$ cat src/hdl/bim_pkg.sv
// Shared types, constants and helpers for the broadcast index mapper.
`default_nettype none
package bim_pkg;

    // Tensor geometry
    localparam int RANK       = 4;
    localparam int DIMS       = 4;
    localparam int DIM_W      = 16;
    localparam int IDX_W      = 32;
    localparam int STRIDE_W   = 32;
    localparam int OFFSET_W   = 50;
    localparam int PROD_W     = DIM_W + STRIDE_W;
    localparam int CFG_W      = 64;
    localparam int SPLIT_STEPS  = IDX_W;
    localparam int REDUCE_STEPS = DIM_W;
    localparam int ACTIVE_FIRST = (RANK > DIMS) ? 0 : ((RANK < 1) ? DIMS - 1 : DIMS - RANK);

    // Configuration register indexes
    localparam logic [1:0] REG_OUT_DIMS      = 2'd0;
    localparam logic [1:0] REG_IN_DIMS       = 2'd1;
    localparam logic [1:0] REG_STRIDES_OUTER = 2'd2;
    localparam logic [1:0] REG_STRIDES_INNER = 2'd3;
    localparam logic [63:0] DIMS_RESET       = 64'h0001_0001_0001_0001;

    // Data moved between neighboring divider cells
    typedef struct packed {
        logic                   valid;
        logic [DIM_W-1:0]       rem;
        logic [IDX_W-1:0]       work;
        logic [DIMS*DIM_W-1:0]  coords;
    } cell_t;

    // Effective size of dimension d; zero and padded dimensions count as 1
    function automatic logic [DIM_W-1:0] eff_dim(input logic [CFG_W-1:0] packed_dims,
                                                 input int d);
        logic [DIM_W-1:0] v;
        v = packed_dims[DIM_W*(DIMS-1-d) +: DIM_W];
        if (d < ACTIVE_FIRST || v == '0)
            return DIM_W'(1);
        return v;
    endfunction

endpackage
`default_nettype wire

$ cat src/hdl/bim_div_cell.sv
// One restoring division step with its pipeline register.
`default_nettype none
module bim_div_cell
    import bim_pkg::*;
(
    input  wire logic             clk,
    input  wire logic             rst_n,
    input  wire logic             en,
    input  wire logic [DIM_W-1:0] divisor,
    input  wire cell_t            cell_in,
    output cell_t                 cell_out
);
    logic             valid_reg;
    logic [DIM_W-1:0] rem_reg;
    logic [IDX_W-1:0] work_reg;
    logic [DIMS*DIM_W-1:0] coords_reg;

    logic [DIM_W:0]   trial;
    logic             ge;
    logic [DIM_W-1:0] rem_next;
    logic [IDX_W-1:0] work_next;

    // Shift next dividend bit into the remainder, subtract if it fits
    always_comb
    begin
        trial     = {cell_in.rem, cell_in.work[IDX_W-1]};
        ge        = (trial >= {1'b0, divisor});
        rem_next  = ge ? DIM_W'(trial - {1'b0, divisor}) : trial[DIM_W-1:0];
        work_next = {cell_in.work[IDX_W-2:0], ge};
    end

    always_ff @(posedge clk or negedge rst_n)
    begin
        if (!rst_n)
            valid_reg <= 1'b0;
        else if (en)
            valid_reg <= cell_in.valid;
    end

    always_ff @(posedge clk)
    begin
        if (en)
        begin
            rem_reg    <= rem_next;
            work_reg   <= work_next;
            coords_reg <= cell_in.coords;
        end
    end

    assign cell_out = '{valid: valid_reg, rem: rem_reg, work: work_reg, coords: coords_reg};
endmodule
`default_nettype wire

$ cat config.mk
export PLATFORM = sky130hd
export DESIGN_NAME = bim_div_cell
export DESIGN_NICKNAME = d
export VERILOG_FILES = /design/src/hdl/bim_pkg.sv /design/src/hdl/bim_div_cell.sv
export SDC_FILE = /design/constraint.sdc
export NUM_CORES = 1
export LEC_CHECK = 0
export BUFFER_PORTS_ARGS = -buffer_cell sky130_fd_sc_hd__buf_2
export CAP_MARGIN = 40
export CELL_PAD_IN_SITES_DETAIL_PLACEMENT = 1
export CELL_PAD_IN_SITES_GLOBAL_PLACEMENT = 1
export CORE_ASPECT_RATIO = 0.75
export CORE_UTILIZATION = 35
export DETAILED_ROUTE_END_ITERATION = 10
export PLACE_DENSITY_LB_ADDON = 0.1
export SYNTH_ARGS = -nofsm -noshare
export SYNTH_HDL_FRONTEND = slang
export SYNTH_SLANG_ARGS = --single-unit
$ cat constraint.sdc
create_clock -name clk -period 0.8 [get_ports clk]
set_input_delay 0.16 -clock clk [delete_from_list [all_inputs] [get_ports clk]]
set_output_delay 0.16 -clock clk [all_outputs]
set_load 0.03 [all_outputs]
# == Yosys cells after proc, flatten, opt, wreduce, memory -nomap -nowiden ==
# Cells that the tools add are included.
# classes
add_sub_neg,1
n_lt_le_gt_ge,1
n_mux,1
# ops
cell,count
$ge A17 B16 Y1,1
$mux W16,1
$sub A16 B16 Y16,1
# word_totals
reg_bits,113
in_bits,132
output_inout_bits,113
elab_cells,7

# == Logic depth before layout (Yosys ltp) ==
# Gate-level depths: netlist of run 1.
# logic_depth
depth_word,2
depth_mapped,11

# == Least setup slack after synthesis of run 1 ==
# No wires, ideal clock.
# synth_path
path_type,in2reg
from,input port divisor[14]
to,"register rem_reg[10], data pin"
arrival_ns,2.099
t_required_ns,0.540
setup_slack_ns,-1.559
cell_stages,11
n_path_buf,2
path_cell_list,inv_1 -> ha_1 -> buf_6 -> a21o_1 -> a211o_1 -> a41o_1 -> a31oi_4 -> o21a_4 -> inv_4 -> buf_12 -> mux2_4
# synth_via
elab_chain_len,2
# synth_lines
item,line_no,source
from (decl),bim_div_cell.sv:9,"input wire logic [DIM_W-1:0] divisor,"
$ge A17 B16 Y1,bim_div_cell.sv:27,"ge = (trial >= {1'b0, divisor});"
named net ge,bim_div_cell.sv:19,logic ge;
$mux W16,bim_div_cell.sv:28,"rem_next = ge ? DIM_W'(trial - {1'b0, divisor}) : trial[DIM_W-1:0];"
named net rem_next[10],bim_div_cell.sv:20,logic [DIM_W-1:0] rem_next;
to (signal assigned),bim_div_cell.sv:44,rem_reg <= rem_next;
to (decl),bim_div_cell.sv:14,logic [DIM_W-1:0] rem_reg;
# The timed path passes the listed nets, and every way through them passes these cells.
# A chain may end at the register's enable or synchronous reset.

# == Worst setup path in the final report of run 1 ==
# layout_path
from,input port cell_in[109] (netlist bit)
to,"register rem_reg[0], data pin"
# layout_via
elab_chain_len,2
# layout_lines
item,line_no,source
from (decl),bim_div_cell.sv:10,"input wire cell_t cell_in,"
$ge A17 B16 Y1,bim_div_cell.sv:27,
$mux W16,bim_div_cell.sv:28,
named net rem_next[0],bim_div_cell.sv:20,
# The timed path passes the listed nets, and every way through them passes these cells.

==> results of run 1 <==
## report_power, final
part | total [W] | switching (W) | internal, W
Sequential | 0.00751 | 0.000345 | 0.00716
Combinational | 0.00517 | 0.00266 | 0.00252
Clock | 0.00817 | 0.00323 | 0.00493
Total | 0.0208 | 0.00623 | 0.0146
## cells in the mapped netlist, drive strengths merged
cell type,instances
a221o,1
edfxtp,112
and4b,1
buf,3
fa,1
o211ai,1
inv,25
dfrtp,1
a311o,1
mux2,13
a211oi,2
nor2b,1
xor2,4
o21a,2
a311oi,1
nand2,13
o2111ai,1
a21o,3
and2,1
a211o,2
nor2,9
and3b,1
nand4,3
and4,1
o211a,1
a31oi,4
a21oi,10
o41ai,1
o21ai,9
or3,1
nand3,3
and3,2
o21bai,4
mux2i,3
ha,16
xnor2,8
a41o,2
clkbuf,4
## layer usage
layer / global-route usage [%] / up-vias
met4: 12.76 / 0
li1: - / 1880
met1: 31.63 / 2136
met3: 8.296 / 64
met5: 0 / -
met2: 60.42 / 240
## layout make-up
cell class                 count  area [µm²]
sequential                   113        3388
fill                        1133        3339
clock inverter                14       178.9
timing repair buffer         411        3526
antenna                        1       2.502
multi-input combinational    126        1336
timing repair inverter         1       6.256
tap                          166       207.7
inverter                      25       113.9
clock buffer                  17       425.4
## through the flow
stage	area, µm²	hold WS [ns]
after floorplan	4712	-0.1356
after global placement	6530	-0.06522
after detailed placement	6530	-0.05943
after CTS	9091	0.03615
after global routing	9185	0.04855
final	9185	0.05280
## worst min path at each step
stage                  to  cells after the start
6_report       rem_reg[6]                      2
5_1_grt        rem_reg[6]                      2
4_1_cts         valid_reg                      2
3_5_place_dp    valid_reg                      1
3_3_place_gp    valid_reg                      1
2_1_floorplan   valid_reg                      0
## cell families after synthesis
logic type	share of synthesized area, %
fa+ha+maj	4.817
buf+inv	3.284
flops	74.11
simple gates	3.832
mux	4.516
xor+xnor	2.299
compound gates	7.143
## repair_timing
item                                   4_1_cts  5_1_grt
gates cloned                                 1        0
pin swaps                                   21        6
hold buffers                                97        0
endpoints found under the hold margin       97        0
setup endpoints to repair                  130      131
gates resized for setup                    267       18
setup buffers                               12        4
==> results.sh, run 1 <==
export IMPL_ir_worst_vdd_mv=1.703
export IMPL_crit_buf_inv=3
export IMPL_coreArea_mm2=0.01252
export IMPL_power_total_w=0.02084
export IMPL_drv_cap=0
export IMPL_timing_rr_end="valid_reg"
export IMPL_clk_latency_ns=0.42
export IMPL_syn_cell_area_mm2=0.004572
export IMPL_yosys_top_cells_area="edfxtp_1 (74%), ha_1 (4.4%), mux2_4 (2.6%), inv_1 (2.0%), xnor2_1 (1.5%)"
export IMPL_grt_pass1_vias=4780
export IMPL_clk_path_buf_depth=2
export IMPL_ys_ff_latch=113
export IMPL_period_needed_ns=1.913
export IMPL_drc=0
export IMPL_hp_class="primary input to flip-flop"
export IMPL_cts_root_buffer="clkbuf_16"
export IMPL_clk_pin_slew_ns=0.06
export IMPL_grt_total_usage_pct=31.15
export IMPL_powerDensity_mw_per_mm2=2269
export IMPL_yosysUniqueCellTypes=45
export IMPL_antenna_found_initial=1
export IMPL_wl_met2_um=12330
export IMPL_syn_nets=420
export IMPL_stdcell_count=874
export IMPL_timing_fmax_ghz=0.5227
export IMPL_fin_tns_setup_ns=-56.61
export IMPL_grt_setup_unrepaired="true"
export IMPL_reg2reg_depth=1
export IMPL_synth_top_area_share_pct=73.56
export IMPL_synthToLayoutAreaGrowth_pct=100.9
export IMPL_worst_path_stages=10
export IMPL_vias=4320
export IMPL_vias_per_cell=4.943
export IMPL_clock_sinks=113
export IMPL_fin_ws_ns=-1.113
export IMPL_ys_seq_area_share_pct=74.11
export IMPL_dr_pass1_iters=6
export IMPL_p_leak_nw=4.004
export IMPL_drt_total_wl_um=22340
export IMPL_largest_reg_flops=64
export IMPL_finalSetupViolCount=130
export IMPL_hold_violations=0
export IMPL_h_tree_depth=4
export IMPL_fin_skew_ns=0
export IMPL_grt_max_degree=42
export IMPL_netlist_instances=271
export IMPL_layout_common_cells="buf_2 (122), buf_6 (122), edfxtp_1 (112)"
export IMPL_cp_common_cell="buf_6"
export IMPL_min_delay_start="cell_in[101]"
export IMPL_cpPeakStageDelay_ns=0.29
export IMPL_cp_top_family="compound AO/OA/AOI/OAI gates"
export IMPL_portBuffers=244
export IMPL_status="finished, violations left"
export IMPL_cp_max_fo=3
export IMPL_drive_gt1_share_pct=57.43
export IMPL_cp_cell_sequence="buf_6, ha_4, a21o_1, a211o_1, a41o_1, a31oi_4, o21a_4, buf_4, buf_6, mux2i_1"
export IMPL_synth_area_leader_cell="edfxtp_1"
export IMPL_nNetsFinal=844
export IMPL_rrSetupSlack_ns=0.01
export IMPL_antenna_left=0
export IMPL_dpl_hpwl_um=10040
export IMPL_maxSlewHeadroom_pct=70.34
export IMPL_utilization_pct=73.34
export IMPL_dieWidth_um=134.0
export IMPL_r2r_start="valid_reg"
export IMPL_fp_dieArea_mm2=0.01353
export IMPL_top_layer="met4"
export IMPL_grt_first_pass_wirelength_um=29600
export IMPL_slew_violations=0
export IMPL_numCtsBuffers=17
export IMPL_period_share_pct=239.1
export IMPL_gp_congestion=0.7777
export IMPL_drtIter0Drc=298
export IMPL_yosysWarnings=0
export IMPL_cp_arrival_ns=2.15
export IMPL_wl_met3_um=1471
export IMPL_max_slew_worst_pin_slew_ns=0.4403
export IMPL_rows=35
export IMPL_post_place_ws_ns=-1.540
export IMPL_wl_per_cell_um=25.56
export IMPL_endpoint_kind="flip-flop"
export IMPL_grt_overflow=0
export IMPL_fp_dieH_um=101.0
export IMPL_wl_met1_um=7644
export IMPL_startpoint="cell_in[109]"
export IMPL_violations="negative setup slack"
export IMPL_critical_path_class="primary input to flip-flop"
export IMPL_syn_area_per_cell_um2=16.87
export IMPL_pin_count=245
export IMPL_cp_required_ns=1.04
export IMPL_initial_utilization_pct=36.50
export IMPL_cts_tree="built"
export IMPL_start_kind="primary input"
export IMPL_endpoint="rem_reg[0]"
export IMPL_cp_slowest_cell="a211o_1"
export IMPL_numPlacedInstances=729
(Power assumes the default switching activity.)
==> inputs of run 2 (changes only) <==
RECOVER_POWER = 100   (was unset)
==> run 2 against run 1 <==
The flow still finishes with violations (negative setup slack). First-iteration DRC count down 15%. Design area shrank 0.86%. Combinational power shrank 2%. Non-clock buffer count unchanged. Utilization down 0.63 points. Register-to-register slack about the same. Global-route usage unchanged. Worst setup slack gained 0.0085 ns. Die area unchanged. Highest routed layer unchanged.
==> results.sh, run 2 (synthesized netlist as in run 1, its figures left out) <==
export IMPL_stdcell_count=875
export IMPL_cp_arrival_ns=2.14
export IMPL_nNetsFinal=844
export IMPL_ir_worst_vdd_mv=1.657
export IMPL_fp_dieH_um=101.0
export IMPL_endpoint_kind="flip-flop"
export IMPL_powerDensity_mw_per_mm2=2275
export IMPL_finalSetupViolCount=130
export IMPL_status="finished, violations left"
export IMPL_cts_root_buffer="clkbuf_16"
export IMPL_numPlacedInstances=729
export IMPL_p_sw_w=0.006148
export IMPL_utilization_pct=72.71
export IMPL_h_tree_depth=4
export IMPL_grt_setup_unrepaired="true"
export IMPL_hold_slack_ns=0.06335
export IMPL_slew_violations=0
export IMPL_initial_utilization_pct=36.50
export IMPL_fp_dieArea_mm2=0.01353
export IMPL_timing_fmax_ghz=0.5251
export IMPL_sw_frac_of_total_pct=29.68
export IMPL_period_share_pct=238.1
export IMPL_dpl_hpwl_um=10040
export IMPL_vias_per_cell=4.888
export IMPL_period_needed_ns=1.905
export IMPL_cp_required_ns=1.04
export IMPL_clk_path_buf_depth=2
export IMPL_clk_pin_slew_ns=0.06
export IMPL_grt_pass1_vias=4780
export IMPL_p_leak_nw=3.907
export IMPL_vias=4277
export IMPL_intPower_w=0.01457
export IMPL_grt_first_pass_wirelength_um=29600
export IMPL_cts_tree="built"
export IMPL_drive_gt1_share_pct=53.18
export IMPL_coreArea_mm2=0.01252
export IMPL_fin_ws_ns=-1.105
export IMPL_wl_per_cell_um=24.88
export IMPL_drtIter0Drc=252
export IMPL_grt_max_degree=42
export IMPL_drc=0
export IMPL_layout_commonest_cell="buf_6"
export IMPL_clk_latency_ns=0.42
export IMPL_post_place_ws_ns=-1.540
export IMPL_drt_total_wl_um=21770
export IMPL_grt_total_usage_pct=31.15
export IMPL_dr_pass1_iters=5
export IMPL_portBuffers=244
export IMPL_layout_common_cells="buf_6 (123), edfxtp_1 (112), dlygate4sd3_1 (97)"
export IMPL_antenna_found_initial=1
export IMPL_fin_skew_ns=0
export IMPL_gp_congestion=0.7777
export IMPL_critical_path_class="primary input to flip-flop"
export IMPL_violations="negative setup slack"
export IMPL_numCtsBuffers=17
export IMPL_drv_cap=0
export IMPL_clockPowerShare_pct=39.2
export IMPL_dieWidth_um=134.0
export IMPL_pwr_share_comb_pct=24.6
export IMPL_clock_sinks=113
export IMPL_hp_class="primary input to flip-flop"
export IMPL_antenna_left=0
export IMPL_hold_violations=0
export IMPL_fin_tns_setup_ns=-56.06
export IMPL_start_kind="primary input"
export IMPL_pwr_share_seq_pct=36.2
export IMPL_rows=35
export IMPL_cp_max_fo=3
export IMPL_grt_overflow=0
export IMPL_maxSlewHeadroom_pct=68.75
export IMPL_max_slew_worst_pin_slew_ns=0.4638
export IMPL_synthToLayoutAreaGrowth_pct=99.18
export IMPL_largest_reg_flops=64
export IMPL_pin_count=245
run 2: cell count changes in the layout (fill, tap and decap cells not counted), sizes merged:
cell / delta
diode: +1
clkbuf: +35
buf: -35
run 2: what timing repair did:
action	4_1_cts	5_1_grt
endpoints found under the setup margin	130	131
cloned	1	0
hold endpoints to repair	97	0
setup buffers	12	4
hold buffers	97	0
pin swaps	21	6
gates resized for setup	267	18
run 2: worst paths after layout:
check	startpoint	end	slack, ns	cells after the start
setup / recovery	cell_in[109]	rem_reg[0]	-1.10	10
hold / removal	cell_in[101]	rem_reg[6]	0.06	2
setup reg to reg	valid_reg	valid_reg	0.01	1
hold reg to reg	valid_reg	valid_reg	0.58	1
max in group asynchronous	rst_n	valid_reg	0.60	2
min in group asynchronous	rst_n	valid_reg	0.07	2
run 2: layer usage:
layer  part of all wire (%)  track usage, %
met1                     35           31.63
met2                     56           60.42
met3                    6.4           8.296
met4                    2.9           12.76
met5                      0               0
run 2: area by class of cell:
type	instances	area, µm²
antenna	2	5.005
clock buffer	17	425.4
clock inverter	14	178.9
fill	1162	3418
inverter	25	113.9
multi-input combinational	126	1336
sequential	113	3388
tap	166	207.7
timing repair buffer	411	3445
timing repair inverter	1	6.256
run 2: through the flow:
stage	cell area (µm²)	power, W
4_1_cts	9091	0.02010
2_1_floorplan	4712	0.009446
6_report	9106	0.02071
3_3_place_gp	6530	0.01083
3_5_place_dp	6530	0.01093
5_1_grt	9106	0.02119
run 2: power by group through the flow:
stage | clock [W] | combinational [W] | sequential (W)
floorplan | 0 | 0.000951 | 0.00850
global placement | 0 | 0.00347 | 0.00736
detailed placement | 0 | 0.00353 | 0.00739
CTS | 0.00792 | 0.00477 | 0.00742
global route | 0.00837 | 0.00529 | 0.00753
finish | 0.00813 | 0.00509 | 0.00750
run 2: critical path, stage by stage:
cell and delay [ns]:
buf_6 0.11, ha_4 0.24, a21o_1 0.16, a211o_1 0.29, a41o_1 0.27, a31oi_4 0.19, o21a_4 0.23, buf_4 0.13
buf_6 0.11, mux2i_1 0.25
